`config.mk`:
```
export PLATFORM = sky130hd
export DESIGN_NAME = cspg_queue
export DESIGN_NICKNAME = d
export VERILOG_FILES = /design/src/rtl/core/cspg_pkg.sv /design/src/rtl/core/cspg_queue.sv
export SDC_FILE = /design/constraint.sdc
export NUM_CORES = 1
export LEC_CHECK = 0
export BUFFER_PORTS_ARGS = -buffer_cell sky130_fd_sc_hd__buf_2
export CAP_MARGIN = 20
export CELL_PAD_IN_SITES_DETAIL_PLACEMENT = 1
export CELL_PAD_IN_SITES_GLOBAL_PLACEMENT = 2
export CORE_ASPECT_RATIO = 0.6
export CORE_MARGIN = 1
export CORE_UTILIZATION = 40
export CTS_BUF_LIST = sky130_fd_sc_hd__clkbuf_8
export DETAILED_ROUTE_END_ITERATION = 8
export HOLD_SLACK_MARGIN = 0.1
export PLACE_DENSITY = 0.91
export SYNTH_ARGS = -nofsm -noshare
export SYNTH_HDL_FRONTEND = slang
export SYNTH_SLANG_ARGS = --single-unit
```
`constraint.sdc`:
```
create_clock -name clk -period 9.1 [get_ports clk]
set_input_delay 0.91 -clock clk [delete_from_list [all_inputs] [get_ports clk]]
set_output_delay 0.91 -clock clk [all_outputs]
set_load 0.02 [all_outputs]
```
`src/rtl/core/cspg_pkg.sv`:
```
// Shared types and constants for the cardinal spline point generator.
// Used by every module under rtl/core; depends on nothing else.
package cspg_pkg;

    localparam int MAX_SEGMENT_POINTS_DEF = 64;
    localparam int COORD_W = 16;
    localparam int FRAC_BITS = 14;
    localparam int SCALE_W = 17;
    localparam int TAN_W = 34;
    localparam int KW = 40;
    localparam int ACC_W = 64;
    localparam int QUOT_W = 24;
    localparam int QUEUE_DEPTH = 2;
    localparam int NUM_LANES = 2;
    localparam int CFG_W = 16;

    localparam logic [15:0] TENSION_RESET = 16'd8192;
    localparam logic [6:0] PPS_RESET = 7'd16;
    localparam logic signed [SCALE_W-1:0] ONE_Q14 = 17'sd16384;

    typedef enum logic [0:0] {
        REG_TENSION            = 1'b0,
        REG_POINTS_PER_SEGMENT = 1'b1
    } cfg_reg_t;

    typedef struct packed {
        logic signed [COORD_W-1:0] point_x;
        logic signed [COORD_W-1:0] point_y;
        logic                      start_new;
    } in_item_t;

    typedef struct packed {
        logic signed [COORD_W-1:0] pixel_x;
        logic signed [COORD_W-1:0] pixel_y;
        logic                      segment_end;
    } out_item_t;

    typedef struct packed {
        logic signed [COORD_W-1:0] y;
        logic signed [COORD_W-1:0] x;
    } point_t;

    typedef struct packed {
        point_t a;
        point_t b;
        point_t c;
        point_t e;
    } job_t;

endpackage

```
`src/rtl/core/cspg_queue.sv`:
```
// Short job queue between the front end and the evaluation back end.
// Depends on cspg_pkg.
module cspg_queue (
    input  logic           clk,
    input  logic           rst_n,
    input  logic           push,
    input  cspg_pkg::job_t push_data,
    output logic           full,
    input  logic           pop,
    output logic           not_empty,
    output cspg_pkg::job_t pop_data
);
    import cspg_pkg::*;

    localparam int PW = (QUEUE_DEPTH > 1) ? $clog2(QUEUE_DEPTH) : 1;
    localparam int CW = $clog2(QUEUE_DEPTH + 1);

    job_t          mem_reg [QUEUE_DEPTH];
    logic [PW-1:0] wr_ptr_reg;
    logic [PW-1:0] rd_ptr_reg;
    logic [CW-1:0] count_reg;

    assign full      = (count_reg == CW'(QUEUE_DEPTH));
    assign not_empty = (count_reg != '0);
    assign pop_data  = mem_reg[rd_ptr_reg];

    always_ff @(posedge clk)
    begin
        if (push)
        begin
            mem_reg[wr_ptr_reg] <= push_data;
        end
    end

    always_ff @(posedge clk or negedge rst_n)
    begin
        if (!rst_n)
        begin
            wr_ptr_reg <= '0;
            rd_ptr_reg <= '0;
            count_reg  <= '0;
        end
        else
        begin
            if (push)
            begin
                wr_ptr_reg <= (wr_ptr_reg == PW'(QUEUE_DEPTH - 1)) ? '0 : wr_ptr_reg + 1'b1;
            end
            if (pop)
            begin
                rd_ptr_reg <= (rd_ptr_reg == PW'(QUEUE_DEPTH - 1)) ? '0 : rd_ptr_reg + 1'b1;
            end
            if (push && !pop)
            begin
                count_reg <= count_reg + 1'b1;
            end
            else if (pop && !push)
            begin
                count_reg <= count_reg - 1'b1;
            end
        end
    end

endmodule

```
==> impl_metrics.py <==
metrics = {
    "timing": {
        "slew_violations": 0,
        "fmax_mhz": 253,
        "setup-tns-final_ps": 0,
        "hold_viol_final": 0,
        "final-setup-viol-count": 0,
        "fin_skew_ps": 19.8,
        "rsz0062_at_grt": "false",
        "timing.final.crit_share_pct": 43.5,
        "timing.final.ws_setup_ps": 5140,
        "worst_hold_slack_ps": 174,
        "finalCriticalPeriod_ps": 3960,
        "slew-limit-headroom_pct": 34.8,
        "worstMarginPinSlew_ps": 978,
    },
    "worst_setup_path": {
        "cp.required_ps": 8190,
        "cp_max_fo": 69,
        "startpoint_type": "flop",
        "crit_path_top_delay_cell": "dfrtp_4",
        "reg2reg_to": "mem_reg[1][64]",
        "crit_chain": "buf_4, mux2_2, buf_2",
        "arrival_ps": 3050,
        "end_kind": "output port",
        "r2r-start": "wr_ptr_reg",
        "reg2reg_depth": 2,
        "max_stage_delay_ps": 950,
        "reg2reg_slack_ps": 6610,
        "critPathLaunch": "rd_ptr_reg",
        "worstSetupEndpoint": "pop_data[95]",
        "critical_path_class": "reg -> out",
    },
    "final_layout": {
        "largest_reg_flops": 256,
        "final_nets": 841,
        "area_delta_synth_final_pct": 25.2,
        "layout-drive-gt1-share_pct": 60.7,
    },
    "yosys": {
        "synthAdderAreaFrac_pct": 0.132,
        "async_reset_ff_share_pct": 1.54,
        "synth_mux_area_share_pct": 15.2,
        "yosysTopAreaCellShare_pct": 81.2,
        "synth-seq-cells": 260,
        "synth_top_family_by_area": "multiplexers",
        "ys_types": 13,
        "yosys.area.top_type": "edfxtp_1",
        "yosys-top-cells-area": "edfxtp_1 (81%), mux2_2 (15%), buf_6 (1.5%), dfrtp_1 (1.1%), xor2_1 (0.37%)",
        "syn_area_mm2": 0.00947,
        "ys_seq_area_share_pct": 82.2,
        "synth_xor_area_share_pct": 0.462,
        "syn_nets": 547,
        "synth-warning-count": 0,
        "syn_area_per_cell_um2": 22.9,
        "yosys.area_share.simple_pct": 0.304,
        "synth-compound-area-share_pct": 0,
        "synth_edf_count": 256,
        "synthCells": 414,
        "synth_top_flop_cell": "edfxtp_1",
    },
    "detailed_routing": {
        "wl_per_cell_um": 19.4,
        "vias_per_cell": 4.65,
        "num_vias": 4897,
        "wirelength_um": 20500,
        "drt-initial-drc-count": 177,
        "firstDrtPassIters": 4,
        "drtAntennaViolNets": 0,
        "drc_errors": 0,
    },
    "clock_network": {
        "cts_root_buf": "clkbuf_8",
        "clock_sinks": 260,
        "clk_pin_slew_ps": 60,
        "clk_latency_ps": 530,
        "clk_path_buf_depth": 3,
        "cts_setup_buffers": 0,
        "ctsHoldBuffers": 0,
        "cts_made_buffers": 40,
        "ctsHtreeMaxLevel": 2,
        "tritoncts": "yes",
        "post_cts_resized": 0,
    },
    "power_and_ir_drop": {
        "peakVddDrop_mv": 0.156,
        "p_seq_share_pct": 44.8,
        "intPower_mw": 2.53,
        "p_sw_share_pct": 33.2,
        "p_leak_nw": 4.49,
        "power_density_mw_per_mm2": 320,
        "combPwrFrac_pct": 31.1,
        "p_clk_share_pct": 24.1,
        "p_switching_mw": 1.26,
    },
    "grt": {
        "grt_pass1_wl_um": 30800,
        "grt_overflow": 0,
        "grt_max_degree": 72,
        "antenna_found_initial": 2,
        "grt_usage_pct": 16.9,
        "grt_pass1_vias": 5421,
    },
    "floorplan": {
        "placementRows": 43,
        "io_pins": 262,
        "start_util_pct": 40.9,
        "core-area_mm2": 0.0231,
        "die_w_um": 201,
        "die_area_mm2": 0.0243,
        "die_y_um": 121,
    },
    "placement": {
        "post-dp-hpwl_um": 13500,
        "pre_cts_ws_ps": 5590,
        "port_buffers": 261,
        "place_congestion": 0.822,
    },
    "status": {
        "status": "finished, final reports clean",
    },
    "flow_run": {
        "cap_violations": 0,
    },
    "min_path": {
        "hp-class": "in -> async",
    },
}
==> routing by layer <==
layer / part of all wire (%) / GRT usage (%) / vias up / routed length, um
li1: - / - / 2242 / -
met1: 44 / 22.0 / 2430 / 8980
met2: 47 / 27.1 / 194 / 9660
met3: 7.7 / 5.61 / 27 / 1570
met4: 1.2 / 4.44 / 4 / 248
met5: 0.078 / 0 / - / 16
==> layout by cell type (no fill, tap or decap) <==
cell / instances
diode_2: 1
buf_4: 3
nor2_1: 1
bufinv_16: 2
clkinvlp_4: 2
buf_12: 1
buf_2: 261
dfrtp_4: 1
buf_16: 1
ha_1: 1
inv_1: 15
clkinv_1: 8
mux2_2: 128
and2_4: 1
clkbuf_8: 41
nor2b_4: 1
dfrtp_1: 3
xnor2_1: 1
edfxtp_1: 256
nor2b_1: 1
or2_2: 1
clkinv_2: 5
xor2_1: 4
==> through the flow <==
step	utilization, %	power (mW)	cell area [um^2]	std cells
after floorplan	-	2.57	9470	414
after global placement	47.8	2.86	11100	979
after detailed placement	47.9	2.92	11100	980
after CTS	51.1	3.85	11800	1052
after global routing	51.2	3.98	11800	1053
final	51.2	3.80	11900	1054
==> power groups by stage <==
stage               clock network (mW)  logic, mW  registers [mW]
floorplan                            0      0.884            1.69
global placement                     0       1.15            1.71
detailed placement                   0       1.19            1.73
CTS                              0.947       1.20            1.71
global route                     0.995       1.25            1.73
finish                           0.915       1.18            1.70
==> logic make-up (layout without fill, tap and decap cells) <==
| group | count (synthesis) | count (layout) |
|---|---|---|
| xor gates and xnor gates | 5 | 5 |
| adders and majority gates | 1 | 1 |
| buffers and inverters | 15 | 339 |
| DFF | 260 | 260 |
| muxes | 128 | 128 |
| other | 0 | 1 |
| and+or+nand+nor | 5 | 5 |
==> worst min-delay path by stage <==
stage | cells past startpoint | end | slack, ps | startpoint
2_1_floorplan | 1 | count_reg[1] | 450 | count_reg[1]
3_3_place_gp | 1 | count_reg[1] | 460 | count_reg[1]
3_5_place_dp | 1 | count_reg[1] | 490 | count_reg[1]
4_1_cts | 1 | rd_ptr_reg | 120 | rst_n
5_1_grt | 1 | rd_ptr_reg | 130 | rst_n
6_report | 1 | wr_ptr_reg | 170 | rst_n
==> synthesized netlist by cell type, types with 2 or more instances <==
master / count
dfrtp_1: 4
mux2_2: 128
xor2_1: 4
buf_6: 13
edfxtp_1: 256
nor2b_1: 2
==> worst max-delay path: cells and delay by family, from the launching register on <==
kind | cells | cell delay (ps)
buffers and inverters | 2 | 980
multiplexers | 1 | 440
flip-flops | 1 | 950
==> cell type report <==
type / count / area, um^2
diodes: 1 / 2.50
well taps: 315 / 394
flip-flops and latches: 260 / 7790
inverters: 1 / 3.75
multi-input cells: 139 / 1540
repair buffers: 266 / 1380
fillers: 2227 / 11300
clock buffers: 41 / 564
clock inverters: 31 / 183
No activity file was read; power rests on OpenSTA's default activity.
