===== config.mk =====
export PLATFORM = sky130hd
export DESIGN_NAME = cspg_front
export DESIGN_NICKNAME = d
export VERILOG_FILES = /design/src/rtl/core/cspg_pkg.sv /design/src/rtl/core/cspg_front.sv
export SDC_FILE = /design/constraint.sdc
export NUM_CORES = 1
export LEC_CHECK = 0
export BUFFER_PORTS_ARGS = -buffer_cell sky130_fd_sc_hd__buf_2
export CELL_PAD_IN_SITES_DETAIL_PLACEMENT = 1
export CELL_PAD_IN_SITES_GLOBAL_PLACEMENT = 2
export CORE_MARGIN = 2
export CORE_UTILIZATION = 34
export CTS_CLUSTER_DIAMETER = 30
export DETAILED_ROUTE_END_ITERATION = 16
export PLACE_DENSITY_LB_ADDON = 0.2
export SETUP_SLACK_MARGIN = 0.15
export SLEW_MARGIN = 20
export SYNTH_ARGS = -nofsm -noshare
export SYNTH_HDL_FRONTEND = slang
export SYNTH_SLANG_ARGS = --single-unit

===== constraint.sdc =====
create_clock -name clk -period 2.9 [get_ports clk]
set_input_delay 0.58 -clock clk [delete_from_list [all_inputs] [get_ports clk]]
set_output_delay 0.58 -clock clk [all_outputs]
set_load 0.01 [all_outputs]

===== src/rtl/core/cspg_pkg.sv =====
// Shared types and constants for the cardinal spline point generator.
// Used by every module under rtl/core; depends on nothing else.
package cspg_pkg;

    localparam int MAX_SEGMENT_POINTS_DEF = 64;
    localparam int COORD_W = 16;
    localparam int FRAC_BITS = 14;
    localparam int SCALE_W = 17;
    localparam int TAN_W = 34;
    localparam int KW = 40;
    localparam int ACC_W = 64;
    localparam int QUOT_W = 24;
    localparam int QUEUE_DEPTH = 2;
    localparam int NUM_LANES = 2;
    localparam int CFG_W = 16;

    localparam logic [15:0] TENSION_RESET = 16'd8192;
    localparam logic [6:0] PPS_RESET = 7'd16;
    localparam logic signed [SCALE_W-1:0] ONE_Q14 = 17'sd16384;

    typedef enum logic [0:0] {
        REG_TENSION            = 1'b0,
        REG_POINTS_PER_SEGMENT = 1'b1
    } cfg_reg_t;

    typedef struct packed {
        logic signed [COORD_W-1:0] point_x;
        logic signed [COORD_W-1:0] point_y;
        logic                      start_new;
    } in_item_t;

    typedef struct packed {
        logic signed [COORD_W-1:0] pixel_x;
        logic signed [COORD_W-1:0] pixel_y;
        logic                      segment_end;
    } out_item_t;

    typedef struct packed {
        logic signed [COORD_W-1:0] y;
        logic signed [COORD_W-1:0] x;
    } point_t;

    typedef struct packed {
        point_t a;
        point_t b;
        point_t c;
        point_t e;
    } job_t;

endpackage


===== src/rtl/core/cspg_front.sv =====
// Front end: accepts control points, keeps the last three and queues segment jobs.
// Depends on cspg_pkg.
module cspg_front (
    input  logic              clk,
    input  logic              rst_n,
    input  logic              in_valid,
    output logic              in_ready,
    input  cspg_pkg::in_item_t in_data,
    input  logic              seg_enable,
    input  logic              q_full,
    output logic              q_push,
    output cspg_pkg::job_t    q_job
);
    import cspg_pkg::*;

    point_t     hist_reg [3];
    logic [1:0] seen_reg;
    logic [1:0] seen_eff;
    point_t     hist_eff [3];
    point_t     new_pt;
    logic       accept;

    assign in_ready = !q_full;
    assign accept   = in_valid && in_ready;
    assign new_pt   = '{y: in_data.point_y, x: in_data.point_x};

    always_comb
    begin
        seen_eff = in_data.start_new ? 2'd0 : seen_reg;
        for (int i = 0; i < 3; i++)
        begin
            hist_eff[i] = in_data.start_new ? '0 : hist_reg[i];
        end
    end

    assign q_push = accept && (seen_eff == 2'd3) && seg_enable;
    assign q_job  = '{a: hist_eff[2], b: hist_eff[1], c: hist_eff[0], e: new_pt};

    always_ff @(posedge clk or negedge rst_n)
    begin
        if (!rst_n)
        begin
            seen_reg <= 2'd0;
            for (int i = 0; i < 3; i++)
            begin
                hist_reg[i] <= '0;
            end
        end
        else if (accept)
        begin
            hist_reg[2] <= hist_eff[1];
            hist_reg[1] <= hist_eff[0];
            hist_reg[0] <= new_pt;
            seen_reg    <= (seen_eff == 2'd3) ? 2'd3 : seen_eff + 2'd1;
        end
    end

endmodule


==> flow_summary.toml, run 1 <==
[status]
status = "completed"

[clocking]
clkTransAtPathRegs_ns = 0.06
cts.htree.levels = 3
cts_setup_buffers = 0
cts.path.max_buffers = 2
clk_root_buffer_cell = "clkbuf_16"
cts-hold-fix-buffers = 0
cts_resized = 0
cts_buffers = 9
clock-sinks = 98
cts_tree = "yes"
clk_latency_ns = 0.34

[worst_setup_path]
slowest_stage = "buf_4"
reg2reg_depth = 2
crit_family = "buffers and inverters"
cp.depth = 4
crit_top_cell = "buf_2"
path_cells = "buf_2 -> buf_4 -> and2b_1 -> buf_2"
path_buf_inv = 3
critPathCaptureType = "primary output"
critical_path.max_stage_delay_ns = 0.38
worstSetupPathType = "input port to primary output"
critPathRequiredTime_ns = 2.32
startpoint_type = "input port"
critPathArrivalTime_ns = 1.47
crit_fanout = 43

[logic_synthesis]
netlist.area_leader.share_pct = 53.0
yosysSeqAreaShare_pct = 53.0
synth_fp_nets = 390
synth.distinct_cells = 17
ys_ff_latch = 98
syn-cell-area_um2 = 4630
avgSynthCellArea_um2 = 13.1
yosysWarnings = 0
synth_area_leaders = "dfrtp_1 53%, mux2_2 22%, nor2b_1 12%, buf_4 6.5%, mux2_4 2.6%"
netlist_instances = 352
yosysTopAreaCell = "dfrtp_1"

[pwr]
internal_power_uw = 2730
power_switching_uw = 915
power_density_nw_per_um2 = 640
irDropWorstVdd_uv = 209
pwr-share-seq_pct = 45.6
switching_share_pct = 25.1
comb_power_share_pct = 19.3
p_total_uw = 3640
p_leak_uw = 0.00295
clkPwrFrac_pct = 35.0

[detailed_routing]
firstDrtPassIters = 4
ant_nets = 0
route.detailed.drc = 0
drt_iter0_markers = 97
vias_per_cell = 4.50
wl_per_cell_um = 15.2
drt_wl_total_mm = 10.0
via_count = 2975

[layout]
diodes = 0
most-common-layout-cells = "166 x buf_2, 98 x dfrtp_1, 89 x mux2_2"
final_common_cell = "buf_2"
drive_gt1_share_pct = 58.8
nets = 518
largest_register_ffs = 96
fin_util_pct = 43.0
synthToLayoutAreaGrowth_pct = 23.0

[placement]
dp_hpwl_mm = 6.75
port_buffers = 167
place_congestion = 0.653

[timing]
rsz0062_at_grt = "false"
layout_min_cycle_time_ns = 2.05
hold_viol = 0
fin_skew_ns = 0.00406
fmax_ghz = 0.489
worst_pin_slew_ns = 0.664
finalSetupTns_ns = 0
fin_crit_sh_pct = 70.5
slew_headroom_pct = 55.7
setup_viol = 0
slew_viol_final = 0

[run]
cap_violations = 0

[floorplan]
io_pins = 168
die_x_um = 121
core_um2 = 13200
dieArea_um2 = 14600
die-height_um = 121
initial_core_util_pct = 34.9
num_rows = 42

[grt]
globalRoute.totalOverflow = 0
grt_max_degree = 99
grt_usage_pct = 14.1
antenna_found_initial = 0
grt_pass1_vias = 3083
grt_pass1_wl_mm = 15.9

[worst_hold_path]
hold_path.class = "input port to asynchronous set/reset pin"
-- cell usage after synthesis --
master and count:
a2bb2oi_1 1, and2b_1 9, and3b_1 1, and4bb_2 1, buf_2 7, buf_4 40
buf_6 2, buf_8 1, clkbuf_1 3, clkbuf_2 1, dfrtp_1 98, inv_1 1
mux2_2 89, mux2_4 8, nand2_1 1, nor2b_1 88, or3b_1 1
-- path summary, 6_finish.rpt --
path | from | to | slack (ns)
max reg2reg | seen_reg[1]$_DFFE_PN0P_ | seen_reg[0]$_DFFE_PN0P_ | 1.78
max in group asynchronous | rst_n | hist_reg[22]$_DFFE_PN0P_ | 1.90
min in group clk | in_data[22] | hist_reg[69]$_DFFE_PN0P_ | 0.48
min | rst_n | hist_reg[87]$_DFFE_PN0P_ | 0.26
max | in_data[0] | q_job[102] | 0.85
min reg2reg | hist_reg[69]$_DFFE_PN0P_ | hist_reg[69]$_DFFE_PN0P_ | 0.50
-- power by group through the flow --
stage                     Clock, uW  Sequential, uW  Combinational, uW
final                          1280            1660                704
after global routing           1380            1690                776
after CTS                      1330            1670                722
after detailed placement          0            1690                718
after global placement            0            1680                705
after floorplan                   0            1660                495
-- stage by stage --
step / hold slack (ns) / std cells / setup WS (ns) / instance area, um2
floorplan: 0.284 / 352 / 0.925 / 4630
global placement: 0.481 / 645 / 0.845 / 5370
detailed placement: 0.486 / 645 / 0.832 / 5370
CTS: 0.276 / 661 / 0.839 / 5690
global route: 0.296 / 661 / 0.772 / 5690
finish: 0.263 / 661 / 0.855 / 5690
-- per-layer routing --
metal | GRT usage, % | vias up | wire length [um]
met5 | 0 | - | 0
met4 | 6.54 | 0 | 170
met3 | 4.67 | 11 | 791
met2 | 21.4 | 101 | 4610
met1 | 18.3 | 1478 | 4440
li1 | - | 1385 | -
-- cell families (layout without fill, tap and decap cells) --
family	after synthesis	after routing	synth area share [%]
DFF	98	98	53.0
and+or+nand+nor	101	101	14.1
AOI/OAI and AO/OA	1	1	0.189
buffers and inverters	55	188	8.49
muxes	97	97	24.2
-- final cells by class --
cell class / count / area [um2]
multi-input cells: 199 / 1790
flip-flops and latches: 98 / 2450
clock buffers: 11 / 243
well taps: 176 / 220
inverters: 1 / 3.75
clock inverters: 5 / 77.6
repair buffers: 171 / 906
fillers: 1482 / 7550
Power figures use the tool's default switching activity.
==> inputs of run 2 (changes only) <==
--- a/config.mk
+++ b/config.mk
@@ -9,7 +9,7 @@
 export CELL_PAD_IN_SITES_DETAIL_PLACEMENT = 1
 export CELL_PAD_IN_SITES_GLOBAL_PLACEMENT = 2
 export CORE_MARGIN = 2
-export CORE_UTILIZATION = 34
+export CORE_UTILIZATION = 32
 export CTS_CLUSTER_DIAMETER = 30
 export DETAILED_ROUTE_END_ITERATION = 16
 export PLACE_DENSITY_LB_ADDON = 0.2
==> constraint.sdc (replaced) <==
create_clock -name clk -period 2.06 [get_ports clk]
set_input_delay 0.412 -clock clk [delete_from_list [all_inputs] [get_ports clk]]
set_output_delay 0.412 -clock clk [all_outputs]
set_load 0.01 [all_outputs]
==> flow_summary.toml, run 2 (synthesis gave the netlist of run 1 again) <==
[worst_hold_path]
hold_path.class = "input port to asynchronous set/reset pin"

[layout]
nets = 521
final_common_cell = "buf_2"
most-common-layout-cells = "166 x buf_2, 98 x dfrtp_1, 89 x mux2_2"
largest_register_ffs = 96
design_area_um2 = 5730
diodes = 0
synthToLayoutAreaGrowth_pct = 23.8
drive_gt1_share_pct = 59.0

[pwr]
pwr-share-seq_pct = 46.0
p_leak_uw = 0.00296
switching_share_pct = 25.9
power_switching_uw = 1310
power_density_nw_per_um2 = 886
clkPwrFrac_pct = 34.2
internal_power_uw = 3760
irDropWorstVdd_uv = 339
comb_power_share_pct = 19.8

[clocking]
cts.htree.levels = 3
cts_buffers = 9
cts-hold-fix-buffers = 0
clk_latency_ns = 0.34
cts_resized = 0
cts_tree = "yes"
cts.path.max_buffers = 2
clock-sinks = 98
clkTransAtPathRegs_ns = 0.07
cts_setup_buffers = 0
clk_root_buffer_cell = "clkbuf_16"

[floorplan]
die_x_um = 124
io_pins = 168
initial_core_util_pct = 33.1
num_rows = 43
core_um2 = 14000
die-height_um = 124
dieArea_um2 = 15400

[grt]
grt_max_degree = 58
globalRoute.totalOverflow = 0
grt_pass1_wl_mm = 16.8
antenna_found_initial = 0
grt_usage_pct = 13.4
grt_pass1_vias = 3165

[worst_setup_path]
startpoint_type = "input port"
path_cells = "buf_2 -> buf_12 -> and4bb_2 -> buf_2"
crit_fanout = 46
critPathArrivalTime_ns = 1.33
path_buf_inv = 3
crit_family = "buffers and inverters"
crit_top_cell = "buf_2"
critPathCaptureType = "primary output"
slowest_stage = "buf_12"
worstSetupPathType = "input port to primary output"
critical_path.max_stage_delay_ns = 0.26
critPathRequiredTime_ns = 1.65

[status]
status = "completed"

[placement]
place_congestion = 0.718
dp_hpwl_mm = 7.19
port_buffers = 167
place_area_um2 = 5430

[timing]
layout_min_cycle_time_ns = 1.74
finalSetupTns_ns = 0
rsz0062_at_grt = "false"
slew_viol_final = 0
slew_headroom_pct = 60.6
fin_skew_ns = 0.00709
fin_crit_sh_pct = 84.5
worst_pin_slew_ns = 0.592
setup_viol = 0
fmax_ghz = 0.574
hold_viol = 0

[detailed_routing]
drt_wl_total_mm = 10.3
firstDrtPassIters = 4
route.detailed.drc = 0
ant_nets = 0
wl_per_cell_um = 15.4
drt_iter0_markers = 134
vias_per_cell = 4.43
via_count = 2960

[run]
cap_violations = 0
[run 2: cell types whose count changed in the layout (fill, tap and decap cells not counted)]
| cell | delta |
|---|---|
| clkinvlp_4 | +1 |
| buf_4 | +1 |
| bufinv_16 | -1 |
| clkbuf_8 | +1 |
| buf_12 | +2 |
| clkinv_2 | -1 |
[run 2: worst register-to-register path, stage by stage (launching register included)]
cell	delay, ns
dfrtp_1	0.39
or3b_1	0.36
mux2_2	0.27
[run 2: path summary, 6_finish.rpt]
check	start	endpoint	slack, ns	cells past startpoint
setup reg to reg	seen_reg[1]$_DFFE_PN0P_	seen_reg[0]$_DFFE_PN0P_	0.93	2
min in group clk	in_data[26]	hist_reg[73]$_DFFE_PN0P_	0.31	2
hold reg to reg	hist_reg[84]$_DFFE_PN0P_	hist_reg[84]$_DFFE_PN0P_	0.50	1
max in group asynchronous	rst_n	hist_reg[35]$_DFFE_PN0P_	1.36	2
setup / recovery	in_data[0]	q_push	0.32	4
hold / removal	rst_n	hist_reg[80]$_DFFE_PN0P_	0.05	1
[run 2: stage by stage]
step	power [uW]	setup WS, ns	instances	util [%]	hold slack, ns
global placement	3370	0.327	652	38.8	0.447
finish	5080	0.319	668	41.0	0.0543
CTS	5180	0.310	668	41.0	0.0716
floorplan	3030	0.421	352	-	0.116
detailed placement	3410	0.313	652	38.8	0.445
global route	5370	0.256	668	41.0	0.0913
[run 2: cell type report]
class	count	area (um2)
tap	180	225
clock inverter	4	50.0
multi-input combinational	199	1790
timing repair buffer	174	953
sequential	98	2450
clock buffer	12	256
inverter	1	3.75
fill	1550	8260
[run 2: per-layer routing]
layer	part of all wire, %	track usage, %	up-vias
met2	47	20.3	94
met3	6.4	4.12	11
met4	1.8	5.75	0
met5	0	0	-
li1	-	-	1386
met1	45	17.8	1469
[run 2: power groups by stage]
stage               Sequential [uW]  Combinational [uW]  Clock, uW
finish                         2340                1000       1730
global route                   2380                1100       1880
CTS                            2340                1030       1800
detailed placement             2380                1030          0
global placement               2370                1010          0
floorplan                      2330                 697          0
==> inputs of run 3 (changes only) <==
--- a/config.mk
+++ b/config.mk
@@ -9,7 +9,7 @@
 export CELL_PAD_IN_SITES_DETAIL_PLACEMENT = 1
 export CELL_PAD_IN_SITES_GLOBAL_PLACEMENT = 2
 export CORE_MARGIN = 2
-export CORE_UTILIZATION = 32
+export CORE_UTILIZATION = 29
 export CTS_CLUSTER_DIAMETER = 30
 export DETAILED_ROUTE_END_ITERATION = 16
 export PLACE_DENSITY_LB_ADDON = 0.2
==> constraint.sdc (replaced) <==
create_clock -name clk -period 1.5 [get_ports clk]
set_input_delay 0.3 -clock clk [delete_from_list [all_inputs] [get_ports clk]]
set_output_delay 0.3 -clock clk [all_outputs]
set_load 0.01 [all_outputs]
==> flow_summary.toml, run 3 (synthesis gave the netlist of run 1 again) <==
[worst_setup_path]
critPathCaptureType = "primary output"
crit_fanout = 2
worstSetupPathType = "register to primary output"
critPathRequiredTime_ns = 1.20
critPathArrivalTime_ns = 1.15
startpoint_type = "register"

[timing]
fmax_ghz = 0.689
hold_viol = 0
finalWorstSetupSlack_ns = 0.0479
fin_skew_ns = 0.00548
hold_slack_ns = 0.194
finalSetupTns_ns = 0
layout_min_cycle_time_ns = 1.45
slew_viol_final = 0
slew_headroom_pct = 74.4
worst_pin_slew_ns = 0.384
fin_crit_sh_pct = 96.8
setup_viol = 0
rsz0062_at_grt = "true"

[floorplan]
die-height_um = 130
die_x_um = 130
initial_core_util_pct = 29.5
core_um2 = 15700
io_pins = 168
num_rows = 46
dieArea_um2 = 17000

[clocking]
cts_buffers = 9
clkTransAtPathRegs_ns = 0.07
clk_latency_ns = 0.35
cts.path.max_buffers = 2
cts_tree = "yes"
cts.htree.levels = 3
clk_root_buffer_cell = "clkbuf_16"
clock-sinks = 98

[grt]
globalRoute.totalOverflow = 0
grt_pass1_vias = 3198
grt_max_degree = 52
grt_usage_pct = 13.0
grt_pass1_wl_mm = 16.8
antenna_found_initial = 0

[layout]
final_common_cell = "buf_2"
synthToLayoutAreaGrowth_pct = 40.3
drive_gt1_share_pct = 73.9
fillCellCount = 1690
most-common-layout-cells = "156 x buf_2, 98 x dfrtp_1, 89 x mux2_2"
fin_util_pct = 41.3
diodes = 0
nets = 547
largest_register_ffs = 96

[pwr]
irDropWorstVdd_uv = 475
power_density_nw_per_um2 = 1130
p_total_uw = 7310
p_leak_uw = 0.00329

[detailed_routing]
vias_per_cell = 4.24
ant_nets = 0
route.detailed.drc = 0
via_count = 3095
drt_iter0_markers = 74
wl_per_cell_um = 15.8
firstDrtPassIters = 4
drt_wl_total_mm = 11.6

[placement]
place_congestion = 0.700
port_buffers = 167
dpl_worst_slack_ns = -0.0406
dp_hpwl_mm = 7.59

[worst_hold_path]
hold_path.class = "input port to register"

[run]
cap_violations = 0

[status]
status = "completed"
==> run 3: cell types whose count changed in the layout (fill, tap and decap cells not counted), sizes merged <==
cell         before  now
dlygate4sd3       0    1
clkinv            1    2
buf             174  198
==> run 3: critical path: stages (launching register included) <==
cell and delay [ns]:
dfrtp_1 0.35, nand2_1 0.05, and4bb_2 0.30, buf_6 0.10
==> run 3: cell type report <==
class	instances	area, um2	area share (%)
clock buffer	11	233	3.58
clock inverter	5	55.1	0.848
inverter	1	3.75	0.0578
multi-input combinational	199	2210	34.0
sequential	98	2450	37.8
tap	216	270	4.16
timing repair buffer	200	1270	19.6
==> run 3: power breakdown <==
part	switching, uW	internal [uW]
logic	717	1050
registers	202	3040
clock network	1010	1290
total	1920	5380
==> run 3: repair_timing <==
item	in CTS	in global routing
pin swaps	0	1
buffers inserted	5	9
hold buffers	1	0
resized for setup	34	99
endpoints found under the setup margin	91	81
gates cloned	0	1
hold endpoints to repair	22	0
==> run 3: per-stage QoR <==
step | instances | area, um2
after floorplan | 352 | 4640
after global placement | 698 | 5570
after detailed placement | 698 | 5570
after CTS | 720 | 6020
after global routing | 730 | 6490
final | 730 | 6490
==> run 3: final timing paths <==
check                                               from                       end  slack [ns]  depth (start not counted)
max in group asynchronous                          rst_n  hist_reg[58]$_DFFE_PN0P_        0.55                          3
min in group asynchronous                          rst_n  hist_reg[33]$_DFFE_PN0P_        0.41                          2
worst min register to register  hist_reg[15]$_DFFE_PN0P_  hist_reg[15]$_DFFE_PN0P_        0.50                          1
worst min-delay path                         in_data[30]  hist_reg[77]$_DFFE_PN0P_        0.19                          2
worst max-delay path             seen_reg[1]$_DFFE_PN0P_                    q_push        0.05                          3
worst max register to register   seen_reg[1]$_DFFE_PN0P_   seen_reg[0]$_DFFE_PN0P_        0.27                          3
==> run 3: metal layers <==
layer  global-route usage (%)  part of all wire, %  wire length (um)
met2                     20.6                   48              5570
met5                        0                    0                 0
met4                     5.44                  1.7               198
met3                     3.77                  6.1               702
met1                     16.6                   44              5090
